**config.mk**
```make
export PLATFORM = sky130hd
export DESIGN_NAME = earliest_free_server_dispatch_core
export DESIGN_NICKNAME = d
export VERILOG_FILES = /design/src/sv/efsd_pkg.sv /design/src/sv/efsd_ctrl.sv /design/src/sv/efsd_datapath.sv /design/src/sv/earliest_free_server_dispatch_core.sv
export SDC_FILE = /design/constraint.sdc
export NUM_CORES = 2
export LEC_CHECK = 0
export ABC_AREA = 1
export BUFFER_PORTS_ARGS = -buffer_cell sky130_fd_sc_hd__buf_2
export CAP_MARGIN = 20
export CORE_ASPECT_RATIO = 1.4
export CORE_MARGIN = 2
export CORE_UTILIZATION = 50
export DETAILED_ROUTE_END_ITERATION = 8
export PLACE_DENSITY = 0.66
export REMOVE_ABC_BUFFERS = 1
export SYNTH_ARGS = -nofsm -noshare
export SYNTH_HDL_FRONTEND = slang
export SYNTH_HIERARCHICAL = 1
export SYNTH_SLANG_ARGS = --single-unit
```
**constraint.sdc**
```tcl
create_clock -name clock -period 10.04 [get_ports clock]
set_input_delay 0.502 -clock clock [delete_from_list [all_inputs] [get_ports clock]]
set_output_delay 0.502 -clock clock [all_outputs]
set_load 0.03 [all_outputs]
```
**src/sv/efsd_pkg.sv**
```systemverilog
`timescale 1ns / 1ps

package efsd_pkg;

   localparam int unsigned TIME_W = 48;
   localparam int unsigned COST_W = 20;
   localparam int unsigned ITEM_W = 20;
   localparam int unsigned SIDX_W = 4;
   localparam int unsigned ACT_W = 5;
   localparam int unsigned CMD_W = 1;

   localparam int unsigned MAX_SERVERS_DEF = 16;
   localparam logic [ACT_W-1:0] ACTIVE_RESET = 5'd16;

   typedef enum logic [CMD_W-1:0] {
      CMD_LOAD     = 1'b0,
      CMD_DISPATCH = 1'b1
   } cmd_code_type;

   // controller -> datapath
   typedef struct packed {
      logic load;   // cost write and free-time clear for an accepted load
      logic start;  // accepted dispatch: latch job, arm scan
      logic scan;   // one step of the free-time scan
      logic mul;    // unit cost * item count
      logic add;    // free + fixed + product, saturate
      logic emit;   // write back and load result register
   } efsd_cmd_type;

   // datapath -> controller
   typedef struct packed {
      logic scan_done;
   } efsd_sts_type;

endpackage

```
**src/sv/efsd_ctrl.sv**
```systemverilog
`timescale 1ns / 1ps

module efsd_ctrl (
   input  logic                       clock,
   input  logic                       reset,
   input  logic                       req_valid,
   input  logic [efsd_pkg::CMD_W-1:0] req_command,
   output logic                       req_stall,
   output logic                       rsp_valid,
   input  logic                       rsp_stall,
   output efsd_pkg::efsd_cmd_type     cmd,
   input  efsd_pkg::efsd_sts_type     sts
);
   import efsd_pkg::*;

   typedef enum logic [2:0] {
      ST_IDLE,
      ST_SCAN,
      ST_FETCH,
      ST_MUL,
      ST_ADD,
      ST_EMIT
   } state_type;

   state_type state_ff, state_in;
   logic      rsp_valid_ff, rsp_valid_in;
   logic      accept;

   assign req_stall = (state_ff != ST_IDLE);
   assign rsp_valid = rsp_valid_ff;
   assign accept    = req_valid && (state_ff == ST_IDLE);

   always_comb begin
      cmd       = '0;
      state_in  = state_ff;
      cmd.load  = accept && (req_command == CMD_LOAD);
      cmd.start = accept && (req_command == CMD_DISPATCH);
      unique case (state_ff)
         ST_IDLE: begin
            if (cmd.start) begin
               state_in = ST_SCAN;
            end
         end
         ST_SCAN: begin
            cmd.scan = 1'b1;
            if (sts.scan_done) begin
               state_in = ST_FETCH;
            end
         end
         ST_FETCH: begin
            state_in = ST_MUL;
         end
         ST_MUL: begin
            cmd.mul  = 1'b1;
            state_in = ST_ADD;
         end
         ST_ADD: begin
            cmd.add  = 1'b1;
            state_in = ST_EMIT;
         end
         ST_EMIT: begin
            // wait for a free result slot
            if (!rsp_valid_ff || !rsp_stall) begin
               cmd.emit = 1'b1;
               state_in = ST_IDLE;
            end
         end
         default: begin
            state_in = ST_IDLE;
         end
      endcase

      rsp_valid_in = rsp_valid_ff;
      if (cmd.emit) begin
         rsp_valid_in = 1'b1;
      end else if (rsp_valid_ff && !rsp_stall) begin
         rsp_valid_in = 1'b0;
      end
   end

   always_ff @(posedge clock) begin
      if (reset) begin
         state_ff     <= ST_IDLE;
         rsp_valid_ff <= 1'b0;
      end else begin
         state_ff     <= state_in;
         rsp_valid_ff <= rsp_valid_in;
      end
   end

endmodule

```
**src/sv/efsd_datapath.sv**
```systemverilog
`timescale 1ns / 1ps

module efsd_datapath #(
   parameter int unsigned MAX_SERVERS = efsd_pkg::MAX_SERVERS_DEF
) (
   input  logic                        clock,
   input  logic                        reset,
   input  efsd_pkg::efsd_cmd_type      cmd,
   output efsd_pkg::efsd_sts_type      sts,
   input  logic                        csr_wr_en,
   input  logic [efsd_pkg::ACT_W-1:0]  csr_wr_data,
   input  logic [efsd_pkg::SIDX_W-1:0] req_server_index,
   input  logic [efsd_pkg::COST_W-1:0] req_fixed_cost,
   input  logic [efsd_pkg::COST_W-1:0] req_unit_cost,
   input  logic [efsd_pkg::ITEM_W-1:0] req_item_count,
   output logic [efsd_pkg::SIDX_W-1:0] rsp_chosen_server,
   output logic [efsd_pkg::TIME_W-1:0] rsp_finish_time,
   output logic [efsd_pkg::TIME_W-1:0] rsp_latest_finish,
   output logic                        rsp_saturated
);
   import efsd_pkg::*;

   localparam int unsigned IDX_W  = (MAX_SERVERS > 1) ? $clog2(MAX_SERVERS) : 1;
   localparam int unsigned CNT_W  = $clog2(MAX_SERVERS + 1);
   localparam int unsigned PROD_W = COST_W + ITEM_W;
   localparam int unsigned SUM_W  = TIME_W + 1;

   // server storage
   logic [TIME_W-1:0]   free_mem [MAX_SERVERS];
   logic [2*COST_W-1:0] cost_mem [MAX_SERVERS];   // {fixed, unit}
   logic [MAX_SERVERS-1:0] vld_ff, vld_in;        // free time written since clear

   logic [ACT_W-1:0]  active_ff, active_in;
   logic [CNT_W-1:0]  n_ff, n_in;
   logic [CNT_W-1:0]  k_ff, k_in;
   logic [ITEM_W-1:0] count_ff, count_in;
   logic [IDX_W-1:0]  best_idx_ff, best_idx_in;
   logic [TIME_W-1:0] best_val_ff, best_val_in;
   logic [PROD_W-1:0] prod_ff, prod_in;
   logic [TIME_W-1:0] finish_ff, finish_in;
   logic              sat_ff, sat_in;
   logic [TIME_W-1:0] latest_ff, latest_in;

   logic [TIME_W-1:0]   rd_free_ff;
   logic                rd_vld_ff;
   logic [2*COST_W-1:0] cost_q_ff;

   logic [SIDX_W-1:0] out_server_ff, out_server_in;
   logic [TIME_W-1:0] out_finish_ff, out_finish_in;
   logic [TIME_W-1:0] out_latest_ff, out_latest_in;
   logic              out_sat_ff, out_sat_in;

   logic [IDX_W-1:0]  rd_addr;
   logic [IDX_W-1:0]  ld_addr;
   logic              ld_ok;
   logic [TIME_W-1:0] cur_free;
   logic [COST_W-1:0] q_fixed, q_unit;
   logic [SUM_W-1:0]  sum;
   logic [CNT_W-1:0]  n_clamp;

   assign rd_addr  = (k_ff < n_ff) ? k_ff[IDX_W-1:0] : '0;
   assign ld_ok    = 32'(req_server_index) < 32'(MAX_SERVERS);
   assign ld_addr  = IDX_W'(req_server_index);
   assign cur_free = rd_vld_ff ? rd_free_ff : '0;
   assign q_fixed  = cost_q_ff[2*COST_W-1:COST_W];
   assign q_unit   = cost_q_ff[COST_W-1:0];
   assign sum      = SUM_W'(best_val_ff) + SUM_W'(q_fixed) + SUM_W'(prod_ff);

   assign sts.scan_done = (k_ff == n_ff);

   // zero counts as one server, large values clamp to the table size
   always_comb begin
      if (active_ff == '0) begin
         n_clamp = CNT_W'(1);
      end else if (32'(active_ff) > 32'(MAX_SERVERS)) begin
         n_clamp = CNT_W'(MAX_SERVERS);
      end else begin
         n_clamp = CNT_W'(active_ff);
      end
   end

   always_comb begin
      active_in     = active_ff;
      n_in          = n_ff;
      k_in          = k_ff;
      count_in      = count_ff;
      best_idx_in   = best_idx_ff;
      best_val_in   = best_val_ff;
      prod_in       = prod_ff;
      finish_in     = finish_ff;
      sat_in        = sat_ff;
      latest_in     = latest_ff;
      vld_in        = vld_ff;
      out_server_in = out_server_ff;
      out_finish_in = out_finish_ff;
      out_latest_in = out_latest_ff;
      out_sat_in    = out_sat_ff;

      if (csr_wr_en) begin
         active_in = csr_wr_data;
      end
      if (cmd.load && ld_ok) begin
         vld_in[ld_addr] = 1'b0;
      end
      if (cmd.start) begin
         n_in        = n_clamp;
         k_in        = '0;
         count_in    = req_item_count;
         best_idx_in = '0;
         best_val_in = '1;
      end
      if (cmd.scan) begin
         if (k_ff != '0 && cur_free < best_val_ff) begin
            best_val_in = cur_free;
            best_idx_in = IDX_W'(k_ff - CNT_W'(1));
         end
         if (k_ff != n_ff) begin
            k_in = k_ff + CNT_W'(1);
         end
      end
      if (cmd.mul) begin
         prod_in = PROD_W'(q_unit) * PROD_W'(count_ff);
      end
      if (cmd.add) begin
         sat_in    = sum[SUM_W-1];
         finish_in = sum[SUM_W-1] ? '1 : sum[TIME_W-1:0];
      end
      if (cmd.emit) begin
         vld_in[best_idx_ff] = 1'b1;
         latest_in     = (finish_ff > latest_ff) ? finish_ff : latest_ff;
         out_server_in = SIDX_W'(best_idx_ff);
         out_finish_in = finish_ff;
         out_latest_in = latest_in;
         out_sat_in    = sat_ff;
      end
   end

   always_ff @(posedge clock) begin
      if (reset) begin
         active_ff <= ACTIVE_RESET;
         vld_ff    <= '0;
         latest_ff <= '0;
         n_ff      <= CNT_W'(1);
         k_ff      <= '0;
      end else begin
         active_ff <= active_in;
         vld_ff    <= vld_in;
         latest_ff <= latest_in;
         n_ff      <= n_in;
         k_ff      <= k_in;
      end
   end

   always_ff @(posedge clock) begin
      count_ff      <= count_in;
      best_idx_ff   <= best_idx_in;
      best_val_ff   <= best_val_in;
      prod_ff       <= prod_in;
      finish_ff     <= finish_in;
      sat_ff        <= sat_in;
      out_server_ff <= out_server_in;
      out_finish_ff <= out_finish_in;
      out_latest_ff <= out_latest_in;
      out_sat_ff    <= out_sat_in;
   end

   // free-time memory: scan read port, write-back port
   always_ff @(posedge clock) begin
      rd_free_ff <= free_mem[rd_addr];
      rd_vld_ff  <= vld_ff[rd_addr];
      if (cmd.emit) begin
         free_mem[best_idx_ff] <= finish_ff;
      end
   end

   // cost memory: written by loads, read at the winning server
   always_ff @(posedge clock) begin
      cost_q_ff <= cost_mem[best_idx_ff];
      if (cmd.load && ld_ok) begin
         cost_mem[ld_addr] <= {req_fixed_cost, req_unit_cost};
      end
   end

   assign rsp_chosen_server = out_server_ff;
   assign rsp_finish_time   = out_finish_ff;
   assign rsp_latest_finish = out_latest_ff;
   assign rsp_saturated     = out_sat_ff;

endmodule

```
**src/sv/earliest_free_server_dispatch_core.sv**
```systemverilog
`timescale 1ns / 1ps

// Earliest-free-server dispatch core. A load transfer (command 0) writes one
// server's fixed and per-item cost and resets its free time to zero; it gives
// no result. A dispatch transfer (command 1) sends the job to the active
// server with the smallest free time (lowest index on a tie), advances that
// server's free time by fixed + unit * item_count and returns one result
// transfer with the server, the finish time and the latest finish seen since
// reset. Times clip at 2^48-1 and then flag saturated. A dispatch runs a
// sequential scan of the free-time memory, one server per cycle, over the N
// active servers (csr value, zero read as one, clamped to MAX_SERVERS), then
// fetch, multiply, add and write-back. The block takes one item at a time; a
// finished result waits in an output register, so the next item can be taken
// while it is stalled. Load a server's costs before it can win a dispatch;
// costs are not cleared by reset. Write csr_wr_data only while idle.

module earliest_free_server_dispatch_core #(
   parameter int unsigned MAX_SERVERS = efsd_pkg::MAX_SERVERS_DEF
) (
   input  logic                        clock,
   input  logic                        reset,
   // configuration: active server count
   input  logic                        csr_wr_en,
   input  logic [efsd_pkg::ACT_W-1:0]  csr_wr_data,
   // request channel
   input  logic                        req_valid,
   output logic                        req_stall,
   input  logic [efsd_pkg::CMD_W-1:0]  req_command,
   input  logic [efsd_pkg::SIDX_W-1:0] req_server_index,
   input  logic [efsd_pkg::COST_W-1:0] req_fixed_cost,
   input  logic [efsd_pkg::COST_W-1:0] req_unit_cost,
   input  logic [efsd_pkg::ITEM_W-1:0] req_item_count,
   // response channel
   output logic                        rsp_valid,
   input  logic                        rsp_stall,
   output logic [efsd_pkg::SIDX_W-1:0] rsp_chosen_server,
   output logic [efsd_pkg::TIME_W-1:0] rsp_finish_time,
   output logic [efsd_pkg::TIME_W-1:0] rsp_latest_finish,
   output logic                        rsp_saturated
);
   import efsd_pkg::*;

   efsd_cmd_type cmd;
   efsd_sts_type sts;

   // sequencing: accept, scan, fetch, multiply, add, emit
   efsd_ctrl u_ctrl (
      .clock       (clock),
      .reset       (reset),
      .req_valid   (req_valid),
      .req_command (req_command),
      .req_stall   (req_stall),
      .rsp_valid   (rsp_valid),
      .rsp_stall   (rsp_stall),
      .cmd         (cmd),
      .sts         (sts)
   );

   // server tables, minimum search, cost arithmetic and result register
   efsd_datapath #(
      .MAX_SERVERS (MAX_SERVERS)
   ) u_datapath (
      .clock             (clock),
      .reset             (reset),
      .cmd               (cmd),
      .sts               (sts),
      .csr_wr_en         (csr_wr_en),
      .csr_wr_data       (csr_wr_data),
      .req_server_index  (req_server_index),
      .req_fixed_cost    (req_fixed_cost),
      .req_unit_cost     (req_unit_cost),
      .req_item_count    (req_item_count),
      .rsp_chosen_server (rsp_chosen_server),
      .rsp_finish_time   (rsp_finish_time),
      .rsp_latest_finish (rsp_latest_finish),
      .rsp_saturated     (rsp_saturated)
   );

endmodule

```
==> results.rst <==
.. list-table::
   :header-rows: 1

   * - Metric
     - Value
   * - Vias in the first global route
     - approximately 62,000
   * - I/O pin count
     - ~180
   * - Setup repair after global routing missed its margin
     - no
   * - Overall fraction of global-route tracks in use
     - 0.271
   * - Die Span X
     - 364 microns
   * - Number of max-slew violations in the final report
     - 0
   * - Total of cells resized after clock tree synthesis
     - 0
   * - CTS clock-pin slew for the worst setup and hold paths
     - roughly 0.060 ns
   * - Filler Cells Inserted
     - 15,384
   * - Root cell of the clock tree
     - sky130_fd_sc_hd__clkbuf_16
   * - Launching element type of the critical path
     - register
   * - Last weighted congestion value of the routability-driven placer
     - just under 1
   * - Setup violations, final
     - 0
   * - Number of buffers inserted during clock tree synthesis
     - 176
   * - Share of flip-flops with an asynchronous set or reset
     - 0
   * - Max Buffers Root-to-Sink
     - 3
   * - Final hold vios
     - 0
   * - Grt total ovfl
     - 0
   * - Fmax
     - around 140 MHz
   * - Largest net degree at the start of global routing
     - 163
   * - Post-synth top flop
     - sky130_fd_sc_hd__edfxtp_1
   * - Routed Antenna Nets
     - 0
   * - Period Utilization, post-route
     - 0.688
   * - Status
     - completed
   * - Worst-case clock skew
     - 0.0849 ns
   * - TritonCTS clock tree
     - built
   * - DR pass1 iterations
     - 6
   * - Slowest cell on crit path
     - sky130_fd_sc_hd__dfxtp_1
   * - Wire length after detailed routing
     - between 200,000 and 300,000 microns
   * - Cell Area, Synth
     - about 90,000 sq um
   * - Max H-tree Level
     - 4
   * - Post-DP HPWL
     - roughly 150,000 microns
   * - Site Rows
     - approximately 190
   * - Nature of the critical path endpoint
     - register
   * - IO Port Bufs
     - between 150 and 200
   * - Via density per instance
     - between 5 and 6
   * - CP peak stage delay
     - 0.96 ns
   * - Floorplan die height
     - 508 microns
   * - EDFF count, synth
     - 1,618
   * - Total Die Area
     - 185,000 sq um
   * - Transition time at the pin with the least slew margin
     - ~1.1 ns
   * - Initial standard-cell utilization of the core
     - 0.502
   * - Number of DRC markers after the initial detailed-route iteration
     - 5,517
   * - CORE AREA
     - approximately 180,000 sq um
   * - DRC violations left
     - 0
   * - Family with the most delay on the worst path
     - adder cells
   * - Final critical path time including I/O delays and setup
     - ~7 ns
   * - Critical Path AT
     - approximately 7.4 ns
   * - Normalized max-slew margin
     - 0.268
   * - Number of placed cells counting well taps
     - around 11,000
   * - CP cell instances
     - nand2_1 > inv_1 > fa_1 > fa_1 > inv_1 > fa_1 > inv_1 > fa_1 > fa_1 > fa_1 > inv_1 > fa_1 > inv_1 > ha_1 > nand2_1 > nor2_1 > nand2_1 > nor4_1 > nand3_1 > nand3_1 > xor2_1
   * - Number of clock sinks
     - between 1,500 and 2,000
   * - Antenna violations before repair
     - 17
   * - Fraction of layout instances using a drive strength above 1
     - 0.0890
   * - Routed wire per std cell
     - ~22 microns
   * - Synth Area per Inst
     - between 10 and 15 sq um
   * - Final Non-Filler Cells
     - approximately 11,000
   * - Area overhead of the layout relative to synthesis
     - 11.0%
   * - Synthesized flop and latch total
     - between 1,500 and 2,000
   * - Worst endpoint required time
     - 10.56 ns
   * - Total number of yosys warnings
     - 6
   * - Min-delay worst type
     - in2reg
   * - First-pass GRT wire length
     - ~380,000 microns
   * - Buffers and inverters on the worst path
     - 5
   * - Max-cap viol count
     - 0
   * - Number of distinct library cells after synthesis
     - 49
   * - Number of nets in the final layout
     - just over 9,000
   * - Post-Synthesis Cells
     - around 8,500
   * - Number of vias after detailed routing
     - 62,117
   * - Critical path class
     - reg2reg
   * - Most common cell type on the critical path
     - sky130_fd_sc_hd__fa_1
   * - Critical Path Fanout Max
     - 20
   * - Sequential cell area fraction in the yosys report
     - 0.584
   * - Insertion delay to the later sink of the worst-skew pair
     - 0.85 ns
==> per-layer routing <==
layer / up-vias / routed length, microns / global-route usage
met1: 30750 / 96300 / 0.335
met5: - / 111 / 0
met2: 2363 / 127000 / 0.475
li1: 28469 / - / -
met4: 18 / 10000 / 0.110
met3: 517 / 17400 / 0.0396
==> flip-flops by register name, summed over array words and instances, names as in the netlist, 5 cells and up <==
name	flops
u_datapath/free_mem	768
u_datapath/cost_mem	640
u_datapath/best_val_ff	48
u_datapath/finish_ff	48
u_datapath/latest_ff	48
u_datapath/rd_free_ff	48
u_datapath/rsp_finish_time	48
u_datapath/rsp_latest_finish	48
u_datapath/cost_q_ff	40
u_datapath/prod_ff	40
u_datapath/count_ff	20
u_datapath/vld_ff	16
u_datapath/active_ff	5
u_datapath/k_ff	5
u_datapath/n_ff	5
==> cell usage after synthesis, types with 2 or more instances <==
cell | number | area, sq um
sky130_fd_sc_hd__o21bai_1 | 10 | 75.1
sky130_fd_sc_hd__o211ai_1 | 52 | 390
sky130_fd_sc_hd__a31oi_1 | 8 | 50.1
sky130_fd_sc_hd__inv_2 | 8 | 30.0
sky130_fd_sc_hd__nand4_1 | 23 | 144
sky130_fd_sc_hd__a22oi_1 | 323 | 2420
sky130_fd_sc_hd__nand3_1 | 659 | 3300
sky130_fd_sc_hd__buf_4 | 6 | 45.0
sky130_fd_sc_hd__o21a_1 | 15 | 113
sky130_fd_sc_hd__nand3_2 | 42 | 420
sky130_fd_sc_hd__buf_12 | 3 | 60.1
sky130_fd_sc_hd__ha_1 | 313 | 3920
sky130_fd_sc_hd__xor2_1 | 41 | 359
sky130_fd_sc_hd__nor2_1 | 447 | 1680
sky130_fd_sc_hd__buf_6 | 4 | 45.0
sky130_fd_sc_hd__fa_1 | 341 | 6830
sky130_fd_sc_hd__o21ai_0 | 245 | 1230
sky130_fd_sc_hd__dfxtp_1 | 224 | 4480
sky130_fd_sc_hd__nor3_1 | 29 | 145
sky130_fd_sc_hd__o21ai_1 | 42 | 210
sky130_fd_sc_hd__nand2_2 | 23 | 144
sky130_fd_sc_hd__a21oi_2 | 2 | 17.5
sky130_fd_sc_hd__buf_1 | 26 | 97.6
sky130_fd_sc_hd__nand3b_1 | 2 | 15.0
sky130_fd_sc_hd__nor2_2 | 7 | 43.8
sky130_fd_sc_hd__buf_2 | 57 | 285
sky130_fd_sc_hd__inv_1 | 1406 | 5280
sky130_fd_sc_hd__a21boi_0 | 2 | 15.0
sky130_fd_sc_hd__clkinv_1 | 4 | 15.0
sky130_fd_sc_hd__or4_1 | 40 | 300
sky130_fd_sc_hd__edfxtp_1 | 1618 | 48600
sky130_fd_sc_hd__nor4_1 | 6 | 37.5
sky130_fd_sc_hd__a211oi_1 | 6 | 45.0
sky130_fd_sc_hd__or2_0 | 19 | 119
sky130_fd_sc_hd__a21oi_1 | 387 | 1940
sky130_fd_sc_hd__nand2_1 | 1597 | 5990
sky130_fd_sc_hd__a21o_1 | 14 | 105
sky130_fd_sc_hd__xnor2_1 | 15 | 131
sky130_fd_sc_hd__or2_2 | 95 | 594
sky130_fd_sc_hd__clkbuf_1 | 295 | 1110
==> worst min-delay path, delay by kind of cell <==
family / cells / cell delay, ns
AND/OR/NAND/NOR: 3 / 0.13
buffers and inverters: 1 / 0.12
AO/OA/AOI/OAI: 1 / 0.12
==> kinds of logic after synthesis <==
kind of cell | share of synthesized area
simple gates | 0.143
flops | 0.584
buf+inv | 0.0766
compound gates | 0.0731
fa+ha+maj | 0.118
xor+xnor | 0.00540
==> worst paths after layout <==
path | slack [ns] | endpoint | startpoint | depth (start not counted)
setup / recovery | 3.13 | u_datapath/prod_ff[38] | u_datapath/cost_q_ff[14] | 21
hold / removal | 0.08 | u_ctrl/state_ff[1] | req_valid | 5
setup reg to reg | 3.13 | u_datapath/prod_ff[38] | u_datapath/cost_q_ff[14] | 21
hold reg to reg | 0.48 | u_datapath/vld_ff[10] | u_datapath/vld_ff[10] | 2
==> repair_timing <==
action                                  4_1_cts  5_1_grt
buffers inserted                              0        0
hold buffers                                 71        0
endpoints found under the hold margin       620        0
endpoints found under the setup margin        0        0
==> cell usage in the layout (no fill, tap or decap), types with 96 or more instances in the layout <==
| master | Yosys | final |
|---|---|---|
| sky130_fd_sc_hd__a22oi_1 | 323 | 323 |
| sky130_fd_sc_hd__buf_2 | 57 | 176 |
| sky130_fd_sc_hd__clkbuf_16 | 0 | 177 |
| sky130_fd_sc_hd__ha_1 | 313 | 313 |
| sky130_fd_sc_hd__nor2_1 | 447 | 409 |
| sky130_fd_sc_hd__edfxtp_1 | 1618 | 1618 |
| sky130_fd_sc_hd__dfxtp_1 | 224 | 222 |
| sky130_fd_sc_hd__inv_1 | 1406 | 1402 |
| sky130_fd_sc_hd__nand3_1 | 659 | 657 |
| sky130_fd_sc_hd__a21oi_1 | 387 | 387 |
| sky130_fd_sc_hd__o21ai_0 | 245 | 245 |
| sky130_fd_sc_hd__fa_1 | 341 | 341 |
| sky130_fd_sc_hd__buf_4 | 6 | 96 |
| sky130_fd_sc_hd__nand2_1 | 1597 | 1596 |
==> metrics by stage <==
step                      setup WS, ns  setup TNS (ns)   util  area, sq um  hold slack (ns)
after floorplan                  -4.24        -1694.97      -        89200            0.400
after global placement            3.26               0  0.521        94300            0.458
after detailed placement          3.16               0  0.521        94300            0.465
after CTS                         3.09               0  0.557       101000           0.0212
after global routing              2.82               0  0.557       101000           0.0801
final                             3.13               0  0.557       101000           0.0769
==> layout make-up <==
class | count | area (sq um) | area share
flip-flops and latches | 1842 | 53100 | 0.526
inverters | 1418 | 5350 | 0.0530
clock inverters | 100 | 1090 | 0.0109
diodes | 12 | 30.0 | 0.000298
multi-input cells | 4814 | 31200 | 0.309
clock buffers | 225 | 4740 | 0.0470
well taps | 2431 | 3040 | 0.0302
repair buffers | 346 | 2380 | 0.0236
Power is left out: the tool's default activity adds up to more than one toggle a clock period on the data nets, which glitch-free logic cannot reach.
